**src/hdl/lsp2c_pkg.sv**
```systemverilog
// lsp2c_pkg: shared types, constants and tables of the laser scan converter
// used by every module of the block, depends on nothing
`timescale 1ns / 1ps

package lsp2c_pkg;

  localparam int MAX_BEAMS     = 2048;
  localparam int CORDIC_STAGES = 16;
  localparam int ATAN_ENTRIES  = 24;
  localparam int NUM_CELLS     = (CORDIC_STAGES > ATAN_ENTRIES) ? ATAN_ENTRIES : CORDIC_STAGES;

  localparam int RANGE_W = 16;
  localparam int BEAM_W  = 11;
  localparam int CFG_W   = 16;
  localparam int CFG_IDX_W = 3;
  localparam int POS_W   = 17;
  localparam int XY_W    = 34;
  localparam int Z_W     = 32;
  localparam int IDX_W   = 5;

  localparam logic [29:0] INV_GAIN_Q30 = 30'h26DD3B6A;
  localparam logic [15:0] RANGE_MARGIN_RESET = 16'd500;

  localparam logic [CFG_IDX_W-1:0] CFG_RANGE_MIN    = 3'd0;
  localparam logic [CFG_IDX_W-1:0] CFG_RANGE_MAX    = 3'd1;
  localparam logic [CFG_IDX_W-1:0] CFG_RANGE_MARGIN = 3'd2;
  localparam logic [CFG_IDX_W-1:0] CFG_ANGLE_START  = 3'd3;
  localparam logic [CFG_IDX_W-1:0] CFG_ANGLE_STEP   = 3'd4;

  localparam logic [Z_W-1:0] ATAN_TURN32 [ATAN_ENTRIES] = '{
    32'h20000000, 32'h12E4051E, 32'h09FB385B, 32'h051111D4, 32'h028B0D43, 32'h0145D7E1,
    32'h00A2F61E, 32'h00517C55, 32'h0028BE53, 32'h00145F2F, 32'h000A2F98, 32'h000517CC,
    32'h00028BE6, 32'h000145F3, 32'h0000A2FA, 32'h0000517D, 32'h000028BE, 32'h0000145F,
    32'h00000A30, 32'h00000518, 32'h0000028C, 32'h00000146, 32'h000000A3, 32'h00000051
  };

  typedef struct packed {
    logic                   ok;
    logic                   last;
    logic [1:0]             quad;
    logic signed [XY_W-1:0] x;
    logic signed [XY_W-1:0] y;
    logic signed [Z_W-1:0]  z;
  } beam_data_t;

  typedef struct packed {
    logic       valid;
    beam_data_t data;
  } stage_t;

endpackage

```
**src/hdl/lsp2c_back.sv**
```systemverilog
// lsp2c_back: quadrant rotation, rounding to millimetres, output register
// depends on lsp2c_pkg
`timescale 1ns / 1ps

module lsp2c_back (
  input  logic                                 clk,
  input  logic                                 rst_n,
  input  lsp2c_pkg::stage_t                    stage_in,
  output logic                                 blocked,
  output logic                                 out_valid,
  input  logic                                 out_stall,
  output logic signed [lsp2c_pkg::POS_W-1:0]   out_x_pos,
  output logic signed [lsp2c_pkg::POS_W-1:0]   out_y_pos,
  output logic                                 out_valid_res,
  output logic                                 out_end_of_scan
);
  import lsp2c_pkg::*;

  logic                   out_valid_r;
  logic signed [POS_W-1:0] x_r, y_r, x_nxt, y_nxt;
  logic                   res_r, eos_r;
  logic signed [XY_W:0]   xo, yo;

  function automatic logic signed [POS_W-1:0] to_mm(input logic signed [XY_W:0] v);
    logic signed [XY_W+1:0] t;
    logic signed [XY_W-15:0] r;
    t = {v[XY_W], v} + (XY_W+2)'(32768);
    r = (XY_W-14)'(t >>> 16);
    if (r > (XY_W-14)'(65535)) begin
      return POS_W'(65535);
    end else if (r < -(XY_W-14)'(65536)) begin
      return POS_W'(-65536);
    end else begin
      return r[POS_W-1:0];
    end
  endfunction

  always_comb begin
    case (stage_in.data.quad)
      2'd0: begin
        xo = {stage_in.data.x[XY_W-1], stage_in.data.x};
        yo = {stage_in.data.y[XY_W-1], stage_in.data.y};
      end
      2'd1: begin
        xo = -{stage_in.data.y[XY_W-1], stage_in.data.y};
        yo = {stage_in.data.x[XY_W-1], stage_in.data.x};
      end
      2'd2: begin
        xo = -{stage_in.data.x[XY_W-1], stage_in.data.x};
        yo = -{stage_in.data.y[XY_W-1], stage_in.data.y};
      end
      default: begin
        xo = {stage_in.data.y[XY_W-1], stage_in.data.y};
        yo = -{stage_in.data.x[XY_W-1], stage_in.data.x};
      end
    endcase
    x_nxt = stage_in.data.ok ? to_mm(xo) : '0;
    y_nxt = stage_in.data.ok ? to_mm(yo) : '0;
  end

  assign blocked = out_valid_r && out_stall;

  always_ff @(posedge clk) begin
    if (!rst_n) begin
      out_valid_r <= 1'b0;
    end else if (!blocked) begin
      out_valid_r <= stage_in.valid;
    end
  end

  always_ff @(posedge clk) begin
    if (!blocked) begin
      x_r   <= x_nxt;
      y_r   <= y_nxt;
      res_r <= stage_in.data.ok;
      eos_r <= stage_in.data.last;
    end
  end

  assign out_valid       = out_valid_r;
  assign out_x_pos       = x_r;
  assign out_y_pos       = y_r;
  assign out_valid_res   = res_r;
  assign out_end_of_scan = eos_r;

endmodule

```
**config.mk**
```make
export PLATFORM = sky130hd
export DESIGN_NAME = lsp2c_back
export DESIGN_NICKNAME = d
export VERILOG_FILES = /design/src/hdl/lsp2c_pkg.sv /design/src/hdl/lsp2c_back.sv
export SDC_FILE = /design/constraint.sdc
export NUM_CORES = 1
export LEC_CHECK = 0
export BUFFER_PORTS_ARGS = -buffer_cell sky130_fd_sc_hd__buf_2
export CAP_MARGIN = 20
export CELL_PAD_IN_SITES_DETAIL_PLACEMENT = 1
export CELL_PAD_IN_SITES_GLOBAL_PLACEMENT = 2
export CORE_ASPECT_RATIO = 1.2
export CORE_MARGIN = 2
export CORE_UTILIZATION = 29
export DETAILED_ROUTE_END_ITERATION = 6
export PLACE_DENSITY = 0.92
export SYNTH_ARGS = -nofsm -noshare
export SYNTH_HDL_FRONTEND = slang
export SYNTH_SLANG_ARGS = --single-unit
```
**constraint.sdc**
```tcl
create_clock -name clk -period 4.43 [get_ports clk]
set_clock_uncertainty 0.05 [all_clocks]
set_input_delay 0 -clock clk [delete_from_list [all_inputs] [get_ports clk]]
set_output_delay 0 -clock clk [all_outputs]
set_load 0.005 [all_outputs]
```
==> qor.txt <==
Switching share of total power = 33.8%
Syn Area/Cell = 7.93 um2
First-pass GRT wire length = 26.5 mm
Via count = 5084
Worst skew pair latency = 0.27 ns
Site Rows = 50
Tot GR Track Use = 19.0%
Largest net degree at the start of global routing = 47
Hold_ws = 0.278 ns
Post-synthesis net count = 698
Worst hold path class = input port to flop
Antenna diode count = 0
Minimum clock period = 4.05 ns
Fraction of power consumed by combinational cells = 39.2%
DP Area = 5480 um2
Ys async rst share = 0%
CP arrival = 3.97 ns
Slew at the pin closest to its max-slew limit = 0.805 ns
Sequential share of power = 35.6%
Post-synth EDFFs = 36
Critical path endpoint category = flop
Initial antenna violation count = 0
Tcrit/Tclk final = 91.3%
Ys Warns = 0
Routed WL = 16.3 mm
Number of global-route vias before repair = 5094
Internal power = 0.000864 W
Final Cell Area = 5660 um2
R2R Setup Slk = 2.70 ns
Setup WS pre-CTS = 0.0773 ns
Boundary pin count = 146
Max frequency = 247 MHz
CTS buffer count = 5
Final layout net count = 800
Pwr Density = 231 nW/um2
Port-buffer cells = 113
Post CTS Setup Buffer Count = 0
Average via count per standard cell = 5.66
Die span in x = 120 um
Post-route setup TNS = 0 ns
H-Tree Depth = 2
Most frequent cells in the layout = buf_2 (113), nand2_1 (48), o21ai_0 (48), nor2_1 (40)
Unrepaired setup endpoints after global routing = false
Synth Flop Type = edfxtp_1
Clk buf depth = 2
Post-DP HPWL = 13.4 mm
Slew margin rel. = 45.8%
# setup viols final = 0
Drc violations = 0
Die area = 17100 um2
Setup CP Type = input port to flop
Fin worst setup slack = 0.384 ns
Total Power = 0.00130 W
Total grt overflow = 0
Gpl congestion = 0.927
Clk slew on worst S/H paths = 0.05 ns
Synthesis-to-layout area growth = 21.4%
Worst setup SP type = input port
Switch Pwr = 0.000441 W
Clock power frac = 25.2%
Critical-path maximum fanout = 26
CORE AREA = 15600 um2
Max cap viols = 0
Die height = 143 um
CTS tree = built
#FFs+latches synth = 37
Post-DRT Antenna Nets = 0
Routed wire length per instance = 18.1 um
Worst EP required = 4.35 ns
Syn Inst Count = 588
Commonest non-fill, non-tap cell in the layout = buf_2
Final Hold Fails = 0
Static leakage = 2.10 nW
Distinct cells, synth = 72
Seq/Total Area, Yosys = 23.6%
DRT iter0 DRCs = 336
Clk sinks = 37
First drt pass iteration count = 5
Status = finished, final reports clean
Netlist Area Pre-Place = 4660 um2
Maximum VDD drop = 0.000140 V
Final Max Slew Viols = 0
Initial core utilization = 29.8%
CTS root buf = clkbuf_16
Share of layout cells above drive strength 1 = 24.9%
==> cell usage after synthesis, types with 12 or more instances <==
cell,n,area (um2)
nor4_1,17,106
nand3_1,19,95.1
o31ai_1,12,90.1
nor3_1,20,100
clkbuf_1,29,109
mux2i_1,12,120
o21ai_0,48,240
a21oi_1,23,115
inv_1,12,45.0
o211ai_1,13,97.6
nand2_1,48,180
xnor2_1,36,315
nand4_1,12,75.1
nor2_1,40,150
or3_1,12,75.1
xor2_1,32,280
o21ai_1,14,70.1
edfxtp_1,36,1080
==> power by group through the flow <==
stage	combinational, W	clock, W	sequential (W)
after CTS	0.000513	0.000336	0.000466
final	0.000512	0.000329	0.000464
after detailed placement	0.000508	0	0.000473
after floorplan	0.000291	0	0.000479
after global placement	0.000487	0	0.000470
after global routing	0.000566	0.000351	0.000469
==> state kept, by name, indices dropped and copies added (netlist names) <==
| name | cells |
|---|---|
| out_x_pos | 17 |
| out_valid_res | 1 |
| out_y_pos | 17 |
| out_valid | 1 |
| out_end_of_scan | 1 |
==> stage by stage <==
step / std cells / utilization, %
4_1_cts: 899 / 36.1
3_5_place_dp: 887 / 35.0
3_3_place_gp: 887 / 35.0
5_1_grt: 899 / 36.2
6_report: 899 / 36.2
2_1_floorplan: 588 / -
==> worst max-delay path, stage by stage <==
cell     delay [ns]
buf_2          0.10
or4_4          0.55
or4_1          0.59
buf_12         0.19
nand2_1        0.07
o22ai_1        0.07
a221o_1        0.42
inv_1          0.08
ha_1           0.15
inv_1          0.07
nor4_2         0.31
nand3_1        0.19
o31ai_1        0.32
a41oi_1        0.17
o21ai_1        0.43
o21ai_0        0.24
==> final timing paths <==
kind / to / startpoint / cells after the start
worst max-delay path: out_y_pos[13]$_SDFFCE_PN0N_ / stage_in[41] / 16
worst min-delay path: out_x_pos[3]$_SDFFCE_PN0N_ / out_stall / 3
worst max register to register: out_valid$_SDFFE_PN0N_ / out_valid$_SDFFE_PN0N_ / 5
worst min register to register: out_x_pos[3]$_SDFFCE_PN0N_ / out_valid$_SDFFE_PN0N_ / 2
==> layer usage <==
| layer | vias to the layer above | GRT usage (%) | share of wire, % |
|---|---|---|---|
| met4 | 0 | 7.06 | 3.1 |
| met3 | 24 | 1.96 | 4.6 |
| met2 | 153 | 33.5 | 49 |
| met1 | 2450 | 23.9 | 43 |
| met5 | - | 0 | 0 |
| li1 | 2457 | - | - |
==> cell type report <==
type	instances	area, um2
Fill cell	1964	9980
Multi-Input combinational cell	495	3330
Sequential cell	37	1100
Timing Repair Buffer	139	783
Tap cell	208	260
Clock buffer	8	136
Inverter	12	45.0
==> logic make-up after synthesis <==
family / Yosys count / synth area share [%]
flip-flops: 37 / 23.6
buffers and inverters: 56 / 5.02
adder cells (fa/ha/maj): 2 / 0.537
multiplexers: 22 / 4.99
AO/OA/AOI/OAI: 174 / 25.1
XOR/XNOR: 68 / 12.8
AND/OR/NAND/NOR: 229 / 27.9
==> repair_timing <==
item | 4_1_cts | 5_1_grt
endpoints found under the hold margin | 3 | 0
hold buffers | 4 | 0
endpoints found under the setup margin | 0 | 1
gates resized for setup | 0 | 1
No activity file was read; power rests on OpenSTA's default activity.
