## src/hdl/lsp2c_pkg.sv

```systemverilog
// lsp2c_pkg: shared types, constants and tables of the laser scan converter
// used by every module of the block, depends on nothing
`timescale 1ns / 1ps

package lsp2c_pkg;

  localparam int MAX_BEAMS     = 2048;
  localparam int CORDIC_STAGES = 16;
  localparam int ATAN_ENTRIES  = 24;
  localparam int NUM_CELLS     = (CORDIC_STAGES > ATAN_ENTRIES) ? ATAN_ENTRIES : CORDIC_STAGES;

  localparam int RANGE_W = 16;
  localparam int BEAM_W  = 11;
  localparam int CFG_W   = 16;
  localparam int CFG_IDX_W = 3;
  localparam int POS_W   = 17;
  localparam int XY_W    = 34;
  localparam int Z_W     = 32;
  localparam int IDX_W   = 5;

  localparam logic [29:0] INV_GAIN_Q30 = 30'h26DD3B6A;
  localparam logic [15:0] RANGE_MARGIN_RESET = 16'd500;

  localparam logic [CFG_IDX_W-1:0] CFG_RANGE_MIN    = 3'd0;
  localparam logic [CFG_IDX_W-1:0] CFG_RANGE_MAX    = 3'd1;
  localparam logic [CFG_IDX_W-1:0] CFG_RANGE_MARGIN = 3'd2;
  localparam logic [CFG_IDX_W-1:0] CFG_ANGLE_START  = 3'd3;
  localparam logic [CFG_IDX_W-1:0] CFG_ANGLE_STEP   = 3'd4;

  localparam logic [Z_W-1:0] ATAN_TURN32 [ATAN_ENTRIES] = '{
    32'h20000000, 32'h12E4051E, 32'h09FB385B, 32'h051111D4, 32'h028B0D43, 32'h0145D7E1,
    32'h00A2F61E, 32'h00517C55, 32'h0028BE53, 32'h00145F2F, 32'h000A2F98, 32'h000517CC,
    32'h00028BE6, 32'h000145F3, 32'h0000A2FA, 32'h0000517D, 32'h000028BE, 32'h0000145F,
    32'h00000A30, 32'h00000518, 32'h0000028C, 32'h00000146, 32'h000000A3, 32'h00000051
  };

  typedef struct packed {
    logic                   ok;
    logic                   last;
    logic [1:0]             quad;
    logic signed [XY_W-1:0] x;
    logic signed [XY_W-1:0] y;
    logic signed [Z_W-1:0]  z;
  } beam_data_t;

  typedef struct packed {
    logic       valid;
    beam_data_t data;
  } stage_t;

endpackage

```

## src/hdl/lsp2c_cell.sv

```systemverilog
// lsp2c_cell: one cordic rotation step with its own pipeline register
// depends on lsp2c_pkg
`timescale 1ns / 1ps

module lsp2c_cell (
  input  logic                          clk,
  input  logic                          rst_n,
  input  logic [lsp2c_pkg::IDX_W-1:0]   stage_idx,
  input  logic [lsp2c_pkg::Z_W-1:0]     atan,
  input  lsp2c_pkg::stage_t             stage_in,
  input  logic                          down_blocked,
  output logic                          blocked,
  output lsp2c_pkg::stage_t             stage_out
);
  import lsp2c_pkg::*;

  logic                   valid_r;
  beam_data_t             data_r, data_nxt;
  logic signed [XY_W-1:0] dx, dy;

  always_comb begin
    dx       = stage_in.data.y >>> stage_idx;
    dy       = stage_in.data.x >>> stage_idx;
    data_nxt = stage_in.data;
    if (!stage_in.data.z[Z_W-1]) begin
      data_nxt.x = stage_in.data.x - dx;
      data_nxt.y = stage_in.data.y + dy;
      data_nxt.z = stage_in.data.z - $signed(atan);
    end else begin
      data_nxt.x = stage_in.data.x + dx;
      data_nxt.y = stage_in.data.y - dy;
      data_nxt.z = stage_in.data.z + $signed(atan);
    end
  end

  assign blocked = valid_r && down_blocked;

  always_ff @(posedge clk) begin
    if (!rst_n) begin
      valid_r <= 1'b0;
    end else if (!blocked) begin
      valid_r <= stage_in.valid;
    end
  end

  always_ff @(posedge clk) begin
    if (!blocked) begin
      data_r <= data_nxt;
    end
  end

  assign stage_out.valid = valid_r;
  assign stage_out.data  = data_r;

endmodule

```

## config.mk

```make
export PLATFORM = sky130hd
export DESIGN_NAME = lsp2c_cell
export DESIGN_NICKNAME = d
export VERILOG_FILES = /design/src/hdl/lsp2c_pkg.sv /design/src/hdl/lsp2c_cell.sv
export SDC_FILE = /design/constraint.sdc
export NUM_CORES = 1
export LEC_CHECK = 0
export BUFFER_PORTS_ARGS = -buffer_cell sky130_fd_sc_hd__buf_2
export CORE_MARGIN = 2
export CORE_UTILIZATION = 30
export DETAILED_ROUTE_END_ITERATION = 6
export HOLD_SLACK_MARGIN = 0.05
export PLACE_DENSITY = 0.51
export SYNTH_ARGS = -nofsm -noshare
export SYNTH_HDL_FRONTEND = slang
export SYNTH_SLANG_ARGS = --single-unit
```

## constraint.sdc

```tcl
create_clock -name clk -period 7.75 [get_ports clk]
set_input_delay 0.775 -clock clk [delete_from_list [all_inputs] [get_ports clk]]
set_output_delay 0.775 -clock clk [all_outputs]
set_load 0.02 [all_outputs]
```

==> impl_metrics.prom <==
# TYPE chip_impl_metric gauge
chip_impl_metric{name="floorplan.initialDensity",unit="%"} 30.2
chip_impl_metric{name="worst-slew-pin-transition",unit="ps"} 1290
chip_impl_metric{name="final_period_minus_worst_setup_slack",unit="ps"} 6730
chip_impl_metric{name="synthToLayoutAreaGrowth",unit="%"} 13.8
chip_impl_metric{name="final_net_count",unit=""} 2088
chip_impl_metric{name="timing.final.ws_setup",unit="ps"} 1020
chip_impl_metric{name="route.detailed.wl_per_inst",unit="µm"} 23.2
chip_impl_metric{name="f_max",unit="MHz"} 149
chip_impl_metric{name="totalWireLength",unit="mm"} 58.5
chip_impl_metric{name="post-dp-hpwl",unit="mm"} 46.1
chip_impl_metric{name="finalHoldViolations",unit=""} 0
chip_impl_metric{name="ys_seq_area_share",unit="%"} 20.9
chip_impl_metric{name="data_required_time_of_the_critical_path",unit="ps"} 7890
chip_impl_metric{name="initial_antenna_violation_count",unit=""} 0
chip_impl_metric{name="reg2regPathDepth",unit=""} 2
chip_impl_info{name="netlist.top_cell.by_area",value="sky130_fd_sc_hd__edfxtp_1"} 1
chip_impl_metric{name="synth_top_area_share",unit="%"} 20.7
chip_impl_info{name="rsz0062_at_grt",value="no"} 1
chip_impl_metric{name="io_buffer_count",unit=""} 250
chip_impl_metric{name="drt_iter0_drc",unit=""} 1379
chip_impl_metric{name="clk_path_buf_depth",unit=""} 2
chip_impl_metric{name="worstPathMaxFanout",unit=""} 47
chip_impl_info{name="tritoncts",value="built"} 1
chip_impl_metric{name="cts_repair_resize_count",unit=""} 0
chip_impl_metric{name="vdd_drop_max",unit="mV"} 0.117
chip_impl_metric{name="dpl-instance-area",unit="µm²"} 16900
chip_impl_metric{name="drc_errors",unit=""} 0
chip_impl_metric{name="report.final.setup_viol",unit=""} 0
chip_impl_metric{name="finClkSkew",unit="ps"} 16.9
chip_impl_info{name="timing.critical_path.cells",value="buf_4, buf_4, mux4_2, a22oi_1, o21ai_0, a221oi_1, and4b_1, and4b_1, a21oi_1, xnor2_1, ha_1, and3_1, nand2_1, or4_1, o211ai_1, a31oi_1, o2111ai_1, a31oi_1, xnor2_1"} 1
chip_impl_metric{name="dieHeight",unit="µm"} 228
chip_impl_metric{name="number_of_flops_mapped_to_enable_cells_by_yosys",unit=""} 104
chip_impl_metric{name="synthArstFlopShare",unit="%"} 0
chip_impl_metric{name="synth.avg_cell_area",unit="µm²"} 9.18
chip_impl_metric{name="cellPowerDensity",unit="nW/µm²"} 200
chip_impl_metric{name="finalMaxSlewViolations",unit=""} 0
chip_impl_metric{name="postSynthCellCount",unit=""} 1639
chip_impl_metric{name="power.static_leakage",unit="nW"} 7.03
chip_impl_metric{name="cts_hold_buf",unit=""} 0
chip_impl_metric{name="design.portCount",unit=""} 251
chip_impl_metric{name="netlist-cell-type-count",unit=""} 94
chip_impl_info{name="end_kind",value="register"} 1
chip_impl_metric{name="design.die.area",unit="µm²"} 52000
chip_impl_metric{name="proportion_of_layout_cells_with_a_drive_suffix_above_1",unit="%"} 23.6
chip_impl_metric{name="yosysWarningCount",unit=""} 0
chip_impl_info{name="cts_root_buffer",value="sky130_fd_sc_hd__clkbuf_16"} 1
chip_impl_info{name="synth-main-ff-cell",value="sky130_fd_sc_hd__edfxtp_1"} 1
chip_impl_metric{name="post_synth_net_total",unit=""} 1887
chip_impl_metric{name="cts_num_sinks",unit=""} 105
chip_impl_metric{name="vias_per_cell",unit=""} 5.76
chip_impl_metric{name="final_antenna_net_count",unit=""} 0
chip_impl_metric{name="cts.reportedPaths.clkPinSlew",unit="ps"} 80
chip_impl_metric{name="via_count",unit=""} 14500
chip_impl_metric{name="rows",unit=""} 82
chip_impl_metric{name="hold-worst-slack",unit="ps"} 552
chip_impl_metric{name="finish.utilization",unit="%"} 34.4
chip_impl_metric{name="htree_levels",unit=""} 3
chip_impl_metric{name="pin_count_of_the_biggest_net_entering_global_routing",unit=""} 66
chip_impl_metric{name="max_cap_viol_count",unit=""} 0
chip_impl_metric{name="grt_first_pass_wirelength",unit="mm"} 88.2
chip_impl_metric{name="groute.usage.overall",unit="%"} 22.0
chip_impl_info{name="run_status",value="finished, final reports clean"} 1
chip_impl_info{name="hold_path.class",value="in2reg"} 1
chip_impl_metric{name="worst_ep_arrival_time",unit="ps"} 6870
chip_impl_metric{name="slew-limit-headroom",unit="%"} 13.5
chip_impl_metric{name="ys_ff_latch",unit=""} 105
chip_impl_metric{name="post-route-cell-area",unit="µm²"} 17100
chip_impl_metric{name="placement.setup.worst_slack",unit="ps"} 728
chip_impl_metric{name="clock_insertion_delay_worst_skew",unit="ps"} 390
chip_impl_metric{name="die-width",unit="µm"} 228
chip_impl_info{name="ys_top_cells_by_area",value="sky130_fd_sc_hd__edfxtp_1 21%, sky130_fd_sc_hd__mux4_2 12%, sky130_fd_sc_hd__ha_1 8.3%, sky130_fd_sc_hd__xnor2_1 5.5%, sky130_fd_sc_hd__a21oi_1 5.1%"} 1
chip_impl_metric{name="min_delay_path_depth",unit=""} 1
chip_impl_info{name="critPathLaunchType",value="input port"} 1
chip_impl_metric{name="post_route_fraction_of_the_period_consumed_by_the_critical_path",unit="%"} 86.8
chip_impl_metric{name="detailedRoute.firstPassIterationCount",unit=""} 7
chip_impl_metric{name="max_stage_delay",unit="ps"} 770
chip_impl_metric{name="gp_congestion",unit=""} 0.985
chip_impl_info{name="critPathKind",value="in2reg"} 1
chip_impl_metric{name="syn_std_cell_area",unit="µm²"} 15100
chip_impl_info{name="crit_slowest_cell",value="sky130_fd_sc_hd__a221oi_1"} 1
chip_impl_metric{name="fin_setup_tns",unit="ps"} 0
chip_impl_metric{name="setup_slack_of_the_worst_register_to_register_path",unit="ps"} 5690
chip_impl_metric{name="tritoncts.num_buffers",unit=""} 9
chip_impl_metric{name="core_area",unit="µm²"} 49900
chip_impl_metric{name="postCtsSetupBuffers",unit=""} 0
chip_impl_metric{name="final_global_route_overflow_total",unit=""} 0
chip_impl_info{name="post-synth-top-count-cell",value="sky130_fd_sc_hd__a21oi_1"} 1
chip_impl_metric{name="first_global_vias",unit=""} 14300
chip_impl_info{name="synthTopCellsByCount",value="153 x sky130_fd_sc_hd__a21oi_1, 125 x sky130_fd_sc_hd__nor2_1, 105 x sky130_fd_sc_hd__nand2_1"} 1
==> cell usage in the layout (no fill, tap or decap), types with 41 or more instances in the layout <==
cell type,count
sky130_fd_sc_hd__nor2_1,125
sky130_fd_sc_hd__a21oi_1,153
sky130_fd_sc_hd__buf_2,247
sky130_fd_sc_hd__xnor2_1,95
sky130_fd_sc_hd__edfxtp_1,104
sky130_fd_sc_hd__xor2_1,74
sky130_fd_sc_hd__nand2_1,104
sky130_fd_sc_hd__o21ai_0,82
sky130_fd_sc_hd__mux4_2,81
sky130_fd_sc_hd__mux2i_1,64
sky130_fd_sc_hd__inv_1,44
sky130_fd_sc_hd__a21o_1,41
sky130_fd_sc_hd__ha_1,100
==> report_power, final <==
group,switching [mW],internal (mW)
sequential,0.0574,0.897
combinational,1.25,0.760
clock,0.240,0.223
total,1.55,1.88
==> cells by family after synthesis <==
family,count (synthesis),share of synthesized area (%)
AOI/OAI and AO/OA,526,23.1
xor gates and xnor gates,169,9.83
adders and majority gates,103,8.71
buffers and inverters,134,4.66
DFF,105,20.9
muxes,173,18.5
and+or+nand+nor,429,14.3
==> routing by layer <==
layer | track usage [%] | wire (µm)
met1 | 28.9 | 25200
met2 | 35.9 | 27200
met5 | 0 | 0
met4 | 8.09 | 2010
met3 | 4.09 | 4020
==> layout make-up <==
cell class	count	area [µm²]
diodes	2	5.00
clock buffers	10	229
clock inverters	6	47.5
fillers	5215	32700
inverters	47	176
multi-input cells	1400	11200
flip-flops and latches	105	3140
well taps	672	841
repair buffers	277	1470
==> state kept, by name, indices dropped and copies added (netlist names) <==
signal,count
stage_out,104
valid_r,1
==> stage by stage <==
| stage | std cells | total power, mW |
|---|---|---|
| floorplan | 1639 | 2.34 |
| finish | 2519 | 3.43 |
| global placement | 2501 | 2.96 |
| global route | 2517 | 3.66 |
| detailed placement | 2501 | 2.97 |
| CTS | 2517 | 3.45 |
==> worst max-delay path, delay by kind of cell <==
family                   cells  cell delay [ps]
AO/OA/AOI/OAI                8             2400
XOR/XNOR                     2              320
adder cells (fa/ha/maj)      1              370
buffers and inverters        2              890
multiplexers                 1              370
AND/OR/NAND/NOR              5             1680
==> final timing paths <==
path	from	end
hold reg to reg	valid_r	stage_out[100]
hold / removal	stage_in[103]	stage_out[103]
setup / recovery	stage_idx[1]	stage_out[60]
setup reg to reg	valid_r	stage_out[50]
Power figures use the tool's default switching activity.
