## config.mk

```make
export PLATFORM = sky130hd
export DESIGN_NAME = lsp2c_front
export DESIGN_NICKNAME = d
export VERILOG_FILES = /design/src/hdl/lsp2c_pkg.sv /design/src/hdl/lsp2c_front.sv
export SDC_FILE = /design/constraint.sdc
export NUM_CORES = 1
export LEC_CHECK = 0
export BUFFER_PORTS_ARGS = -buffer_cell sky130_fd_sc_hd__buf_2
export CAP_MARGIN = 20
export CORE_ASPECT_RATIO = 1.25
export CORE_UTILIZATION = 45
export CTS_CLUSTER_SIZE = 20
export DETAILED_ROUTE_END_ITERATION = 7
export HOLD_SLACK_MARGIN = 0.15
export PLACE_DENSITY = 0.6
export SLEW_MARGIN = 20
export SYNTH_ARGS = -nofsm -noshare
export SYNTH_HDL_FRONTEND = slang
export SYNTH_SLANG_ARGS = --single-unit
```

## constraint.sdc

```tcl
create_clock -name clk -period 9 [get_ports clk]
set_clock_uncertainty 0.15 [all_clocks]
set_input_delay 2.25 -clock clk [delete_from_list [all_inputs] [get_ports clk]]
set_output_delay 2.25 -clock clk [all_outputs]
set_load 0.02 [all_outputs]
```

## src/hdl/lsp2c_pkg.sv

```systemverilog
// lsp2c_pkg: shared types, constants and tables of the laser scan converter
// used by every module of the block, depends on nothing
`timescale 1ns / 1ps

package lsp2c_pkg;

  localparam int MAX_BEAMS     = 2048;
  localparam int CORDIC_STAGES = 16;
  localparam int ATAN_ENTRIES  = 24;
  localparam int NUM_CELLS     = (CORDIC_STAGES > ATAN_ENTRIES) ? ATAN_ENTRIES : CORDIC_STAGES;

  localparam int RANGE_W = 16;
  localparam int BEAM_W  = 11;
  localparam int CFG_W   = 16;
  localparam int CFG_IDX_W = 3;
  localparam int POS_W   = 17;
  localparam int XY_W    = 34;
  localparam int Z_W     = 32;
  localparam int IDX_W   = 5;

  localparam logic [29:0] INV_GAIN_Q30 = 30'h26DD3B6A;
  localparam logic [15:0] RANGE_MARGIN_RESET = 16'd500;

  localparam logic [CFG_IDX_W-1:0] CFG_RANGE_MIN    = 3'd0;
  localparam logic [CFG_IDX_W-1:0] CFG_RANGE_MAX    = 3'd1;
  localparam logic [CFG_IDX_W-1:0] CFG_RANGE_MARGIN = 3'd2;
  localparam logic [CFG_IDX_W-1:0] CFG_ANGLE_START  = 3'd3;
  localparam logic [CFG_IDX_W-1:0] CFG_ANGLE_STEP   = 3'd4;

  localparam logic [Z_W-1:0] ATAN_TURN32 [ATAN_ENTRIES] = '{
    32'h20000000, 32'h12E4051E, 32'h09FB385B, 32'h051111D4, 32'h028B0D43, 32'h0145D7E1,
    32'h00A2F61E, 32'h00517C55, 32'h0028BE53, 32'h00145F2F, 32'h000A2F98, 32'h000517CC,
    32'h00028BE6, 32'h000145F3, 32'h0000A2FA, 32'h0000517D, 32'h000028BE, 32'h0000145F,
    32'h00000A30, 32'h00000518, 32'h0000028C, 32'h00000146, 32'h000000A3, 32'h00000051
  };

  typedef struct packed {
    logic                   ok;
    logic                   last;
    logic [1:0]             quad;
    logic signed [XY_W-1:0] x;
    logic signed [XY_W-1:0] y;
    logic signed [Z_W-1:0]  z;
  } beam_data_t;

  typedef struct packed {
    logic       valid;
    beam_data_t data;
  } stage_t;

endpackage

```

## src/hdl/lsp2c_front.sv

```systemverilog
// lsp2c_front: configuration registers, range gate, beam angle and cordic seed
// depends on lsp2c_pkg
`timescale 1ns / 1ps

module lsp2c_front (
  input  logic                               clk,
  input  logic                               rst_n,
  input  logic                               cfg_wr_en,
  input  logic [lsp2c_pkg::CFG_IDX_W-1:0]    cfg_index,
  input  logic [lsp2c_pkg::CFG_W-1:0]        cfg_data,
  input  logic                               in_valid,
  input  logic [lsp2c_pkg::RANGE_W-1:0]      in_range,
  input  logic [lsp2c_pkg::BEAM_W-1:0]       in_beam_index,
  input  logic                               in_last,
  input  logic                               down_blocked,
  output logic                               blocked,
  output lsp2c_pkg::stage_t                  stage_out
);
  import lsp2c_pkg::*;

  logic [15:0] range_min_r, range_max_r, range_margin_r, angle_start_r, angle_step_r;
  logic        valid_r;
  beam_data_t  data_r, data_nxt;

  logic signed [16:0] upper;
  logic [15:0]        angle, shifted;
  logic [13:0]        resid;
  logic [45:0]        seed_prod;
  logic [31:0]        beam_ext;

  always_ff @(posedge clk) begin
    if (!rst_n) begin
      range_min_r    <= '0;
      range_max_r    <= '0;
      range_margin_r <= RANGE_MARGIN_RESET;
      angle_start_r  <= '0;
      angle_step_r   <= '0;
    end else if (cfg_wr_en) begin
      case (cfg_index)
        CFG_RANGE_MIN:    range_min_r    <= cfg_data;
        CFG_RANGE_MAX:    range_max_r    <= cfg_data;
        CFG_RANGE_MARGIN: range_margin_r <= cfg_data;
        CFG_ANGLE_START:  angle_start_r  <= cfg_data;
        CFG_ANGLE_STEP:   angle_step_r   <= cfg_data;
        default: ;
      endcase
    end
  end

  always_comb begin
    upper     = $signed({1'b0, range_max_r}) - $signed({1'b0, range_margin_r});
    beam_ext  = {{(32-BEAM_W){1'b0}}, in_beam_index};
    angle     = angle_start_r + 16'({5'b0, in_beam_index} * angle_step_r);
    shifted   = angle + 16'h2000;
    resid     = {~shifted[13], shifted[12:0]};
    seed_prod = {30'b0, in_range} * {16'b0, INV_GAIN_Q30};

    data_nxt.ok   = (in_range > range_min_r) &&
                    ($signed({1'b0, in_range}) < upper) &&
                    (beam_ext < 32'(MAX_BEAMS));
    data_nxt.last = in_last;
    data_nxt.quad = shifted[15:14];
    data_nxt.x    = $signed({2'b0, seed_prod[45:14]});
    data_nxt.y    = '0;
    data_nxt.z    = $signed({{2{resid[13]}}, resid, 16'b0});
  end

  assign blocked = valid_r && down_blocked;

  always_ff @(posedge clk) begin
    if (!rst_n) begin
      valid_r <= 1'b0;
    end else if (!blocked) begin
      valid_r <= in_valid;
    end
  end

  always_ff @(posedge clk) begin
    if (!blocked) begin
      data_r <= data_nxt;
    end
  end

  assign stage_out.valid = valid_r;
  assign stage_out.data  = data_r;

endmodule

```

==> flow_summary_export.csv <==
group,metric,value,unit
logic_synthesis,netlist_area,0.01780,sq mm
power_and_ir_drop,power.switching,3546,uW
power_and_ir_drop,power_leakage,0.009449,uW
place,hpwl,36.83,mm
layout,area_growth,7.871,%
routing,num_vias,12359,
critical_path,worstPathArrival,8.05,ns
critical_path,slowest_delay,0.58,ns
clock_network,ctsHtreeMaxLevel,4,
critical_path,path_max_fanout,8,
critical_path,critical-path-slowest-cell,"fa_1",
floorplanning,core_area,0.03902,sq mm
routing,avgViaCountPerCell,4.973,
critical_path,critPathKind,"in -> reg",
critical_path,cp-startpoint,"in_range[3]",
power_and_ir_drop,p_seq_frac,0.142,
critical_path,crit_top_cell,"inv_1",
layout,drive_above_1_share,0.08556,
place,post-place-cells,2453,
timing,slew_viol_final,0,
timing,fin_hold_ws,0.3141,ns
grt,grt_max_degree,82,
critical_path,crit_chain,"buf_2 > ha_1 > inv_1 > fa_1 > inv_1 > fa_1 > inv_1 > fa_1 > inv_1 > fa_1 > inv_1 > fa_1 > inv_1 > ha_1 > and3_1 > a221oi_2 > o2bb2ai_2 > a311o_2 > nand4_1 > a21oi_1 > o31a_1 > nor2_1 > xnor2_1",
place,portBuffers,105,
logic_synthesis,synth_ff_type,"dfxtp_1",
clock_network,clk_pin_slew,0.06,ns
logic_synthesis,ys_warn_count,0,
critical_path,ff2ff_path_depth,19,
grt,grt_overflow,0,
grt,antenna_found_initial,0,
critical_path,ff2ff_setup_slack,3.35,ns
clock_network,cts_tree,"yes",
layout,final_cells,2485,
timing,worstMarginPinSlew,0.9394,ns
logic_synthesis,async_flop_share,0,
routing,dr.pass1.iters,8,
grt,track_usage,0.2292,
logic_synthesis,syn_avg_cell_area,9.430,sq um
floorplanning,io_pins,158,
clock_network,clockRootBuffer,"clkbuf_16",
power_and_ir_drop,power.density,385.6,mW/mm^2
logic_synthesis,ys_types,62,
place,gp_congestion,0.9168,
critical_path,startpoint_type,"primary input",
floorplanning,row_count,81,
critical_path,required,9.05,ns
routing,drc_errors,6,
routing,drt-total-wl,43.39,mm
layout,diodes,0,
logic_synthesis,ys_ff_latch,131,
timing,period_share,0.8890,
critical_path,cp_top_family,"adder cells",
timing,hold_viol_final,0,
routing,drt_iter0_drc,403,
critical_path,cp.depth,23,
floorplanning,dieHeight,224.4,um
timing,slew_headroom,0.3575,
power_and_ir_drop,intPower,3859,uW
critical_path,reg2reg_to,"stage_out[100]",
place,placed_area,0.01863,sq mm
grt,grt_pass1_wl,69.99,mm
grt,grt_pass1_vias,13366,
critical_path,end_kind,"flop",
clock_network,numCtsBuffers,17,
logic_synthesis,synth_edf_count,50,
timing,setup_viol_count_final,0,
hold_path,hold_class,"reg -> reg",
clock_network,cts.sinks,131,
critical_path,crit_buf_inv,7,
power_and_ir_drop,ir_drop,0.3536,mV
timing,timing.fmax,125.0,MHz
timing,layout_min_cycle_time,8.001,ns
run,drv_cap,0,
floorplanning,die_area,0.04037,sq mm
layout,fin_nets,2540,
floorplanning,die_x,179.9,um
critical_path,cp-endpoint,"stage_out[96]",
power_and_ir_drop,combPwrFrac,0.764,
critical_path,r2r_start,"angle_step_r[3]",
clock_network,clockBufferDepth,2,
power_and_ir_drop,pwr-share-clk,0.094,
floorplanning,initial_core_util,0.4563,
logic_synthesis,synthCells,1888,
routing,avgRoutedWirePerCell,17.46,um
logic_synthesis,synth-seq-area-share,0.1754,
layout,post-route-cell-area,0.01921,sq mm
clock_network,cts_resized,0,
routing,antenna_left,0,
timing,finalSetupTns,0,ns
clock_network,ctsHoldBuffers,0,
outcome,status,"complete, but fails checks",
power_and_ir_drop,sw_frac_of_total,0.4789,
layout,num-fill-cells,3707,
outcome,violations,"DRC",
clock_network,cts_setup_buffers,0,
clock_network,insertion_delay,0.45,ns
timing,grt_setup_unrepaired,"false",
## worst reg2reg max path, cell delays in order (launching register included)
cell and delay, ns:
dfxtp_1 0.68, nand2_1 0.17, fa_1 0.57, inv_1 0.04, ha_1 0.16, inv_1 0.06, fa_1 0.44, fa_1 0.51
fa_1 0.49, inv_1 0.04, ha_1 0.30, nor2b_1 0.13, o21ai_0 0.10, a21boi_0 0.24, o21ai_0 0.15, a21boi_0 0.27
o21ai_0 0.15, a21boi_0 0.35, nor4_1 0.08, a311o_1 0.32
## flip-flops by register name, indices dropped and copies added, names as in the netlist
| name | flops |
|---|---|
| angle_step_r | 16 |
| range_max_r | 16 |
| range_margin_r | 16 |
| angle_start_r | 16 |
| valid_r | 1 |
| range_min_r | 16 |
| stage_out | 50 |
## cells in the final DEF (no fill, tap or decap), types with 8 or more instances in the layout
cell type	instances
or2_2	11
a21boi_0	78
inv_1	416
a21o_1	18
a21oi_1	44
edfxtp_1	50
xor2_1	26
nor3_1	13
fa_1	262
ha_1	252
o21a_1	11
o21ai_0	24
nand2b_1	11
dfxtp_1	81
clkbuf_16	17
nand3_1	19
and3_1	8
o211ai_1	9
and2_1	33
conb_1	52
buf_2	105
nand2_1	271
nor2_1	36
xnor2_1	48
nand4_1	8
## kinds of logic (layout without fill, tap and decap cells)
kind of cell,after synthesis,count (layout),synth area share
DFF,131,131,0.1754
other,1,52,0.0002106
and+or+nand+nor,434,434,0.1082
buffers and inverters,512,560,0.1195
xor gates and xnor gates,74,74,0.03640
adders and majority gates,514,514,0.4717
AOI/OAI and AO/OA,222,222,0.08862
## stage by stage
stage          power, uW  worst slack [ns]    util
3_3_place_gp        6648            0.5971  0.4773
5_1_grt             8217            0.7511  0.4922
4_1_cts             7492            0.9787  0.4922
3_5_place_dp        6749            0.5010  0.4775
2_1_floorplan       5469             1.166       -
6_report            7406            0.9991  0.4922
## routing by layer
| layer | global-route usage | vias to the layer above | routed length (um) |
|---|---|---|---|
| met5 | 0 | - | 0 |
| met4 | 0.1085 | 0 | 1926 |
| met3 | 0.02915 | 78 | 1275 |
| met2 | 0.4310 | 239 | 22950 |
| met1 | 0.2556 | 6087 | 17230 |
| li1 | - | 5955 | - |
## Yosys cell counts, types with 2 or more instances
| master | count | area [sq um] |
|---|---|---|
| a2111oi_0 | 2 | 17.52 |
| a211o_1 | 4 | 35.03 |
| a211oi_1 | 3 | 22.52 |
| a21boi_0 | 78 | 585.6 |
| a21o_1 | 18 | 135.1 |
| a21oi_1 | 44 | 220.2 |
| a21oi_2 | 2 | 17.52 |
| a31oi_1 | 4 | 25.02 |
| and2_1 | 33 | 206.5 |
| and3_1 | 8 | 50.05 |
| and4_1 | 2 | 17.52 |
| buf_4 | 55 | 412.9 |
| clkbuf_1 | 41 | 153.9 |
| dfxtp_1 | 81 | 1622 |
| edfxtp_1 | 50 | 1501 |
| fa_1 | 262 | 5245 |
| ha_1 | 252 | 3153 |
| inv_1 | 416 | 1562 |
| nand2_1 | 272 | 1021 |
| nand2b_1 | 11 | 68.82 |
| nand3_1 | 19 | 95.09 |
| nand4_1 | 8 | 50.05 |
| nor2_1 | 36 | 135.1 |
| nor2b_1 | 7 | 43.79 |
| nor3_1 | 13 | 65.06 |
| nor4_1 | 2 | 12.51 |
| o211ai_1 | 9 | 67.56 |
| o21a_1 | 11 | 82.58 |
| o21ai_0 | 24 | 120.1 |
| o21bai_1 | 3 | 22.52 |
| or2_2 | 11 | 68.82 |
| or3_1 | 5 | 31.28 |
| xnor2_1 | 48 | 420.4 |
| xor2_1 | 26 | 227.7 |
## power by group through the flow
stage	Combinational, uW	Clock [uW]	Sequential [uW]
after floorplan	4290	0	1180
after global placement	5580	0	1060
after detailed placement	5680	0	1070
after CTS	5720	719	1050
after global routing	6410	742	1060
final	5660	700	1050
## how the worst min path moves through the flow
stage                      startpoint                end  slack, ns  depth (start not counted)
floorplan           angle_start_r[10]  angle_start_r[10]       0.29                          2
global placement      range_min_r[10]    range_min_r[10]       0.30                          2
detailed placement    range_min_r[13]    range_min_r[13]       0.31                          2
CTS                    range_min_r[2]     range_min_r[2]       0.32                          2
global route           range_min_r[2]     range_min_r[2]       0.34                          2
finish                 range_min_r[2]     range_min_r[2]       0.31                          2
## final cells by class
class | count | area, sq um | area share
Sequential cell | 131 | 3123 | 0.1626
Tap cell | 498 | 623.1 | 0.03244
Clock buffer | 18 | 439.2 | 0.02287
Multi-Input combinational cell | 1296 | 12750 | 0.6637
Timing Repair Buffer | 112 | 578.1 | 0.03010
Clock inverter | 14 | 133.9 | 0.006971
Inverter | 416 | 1562 | 0.08130
No activity file was read; power rests on OpenSTA's default activity.
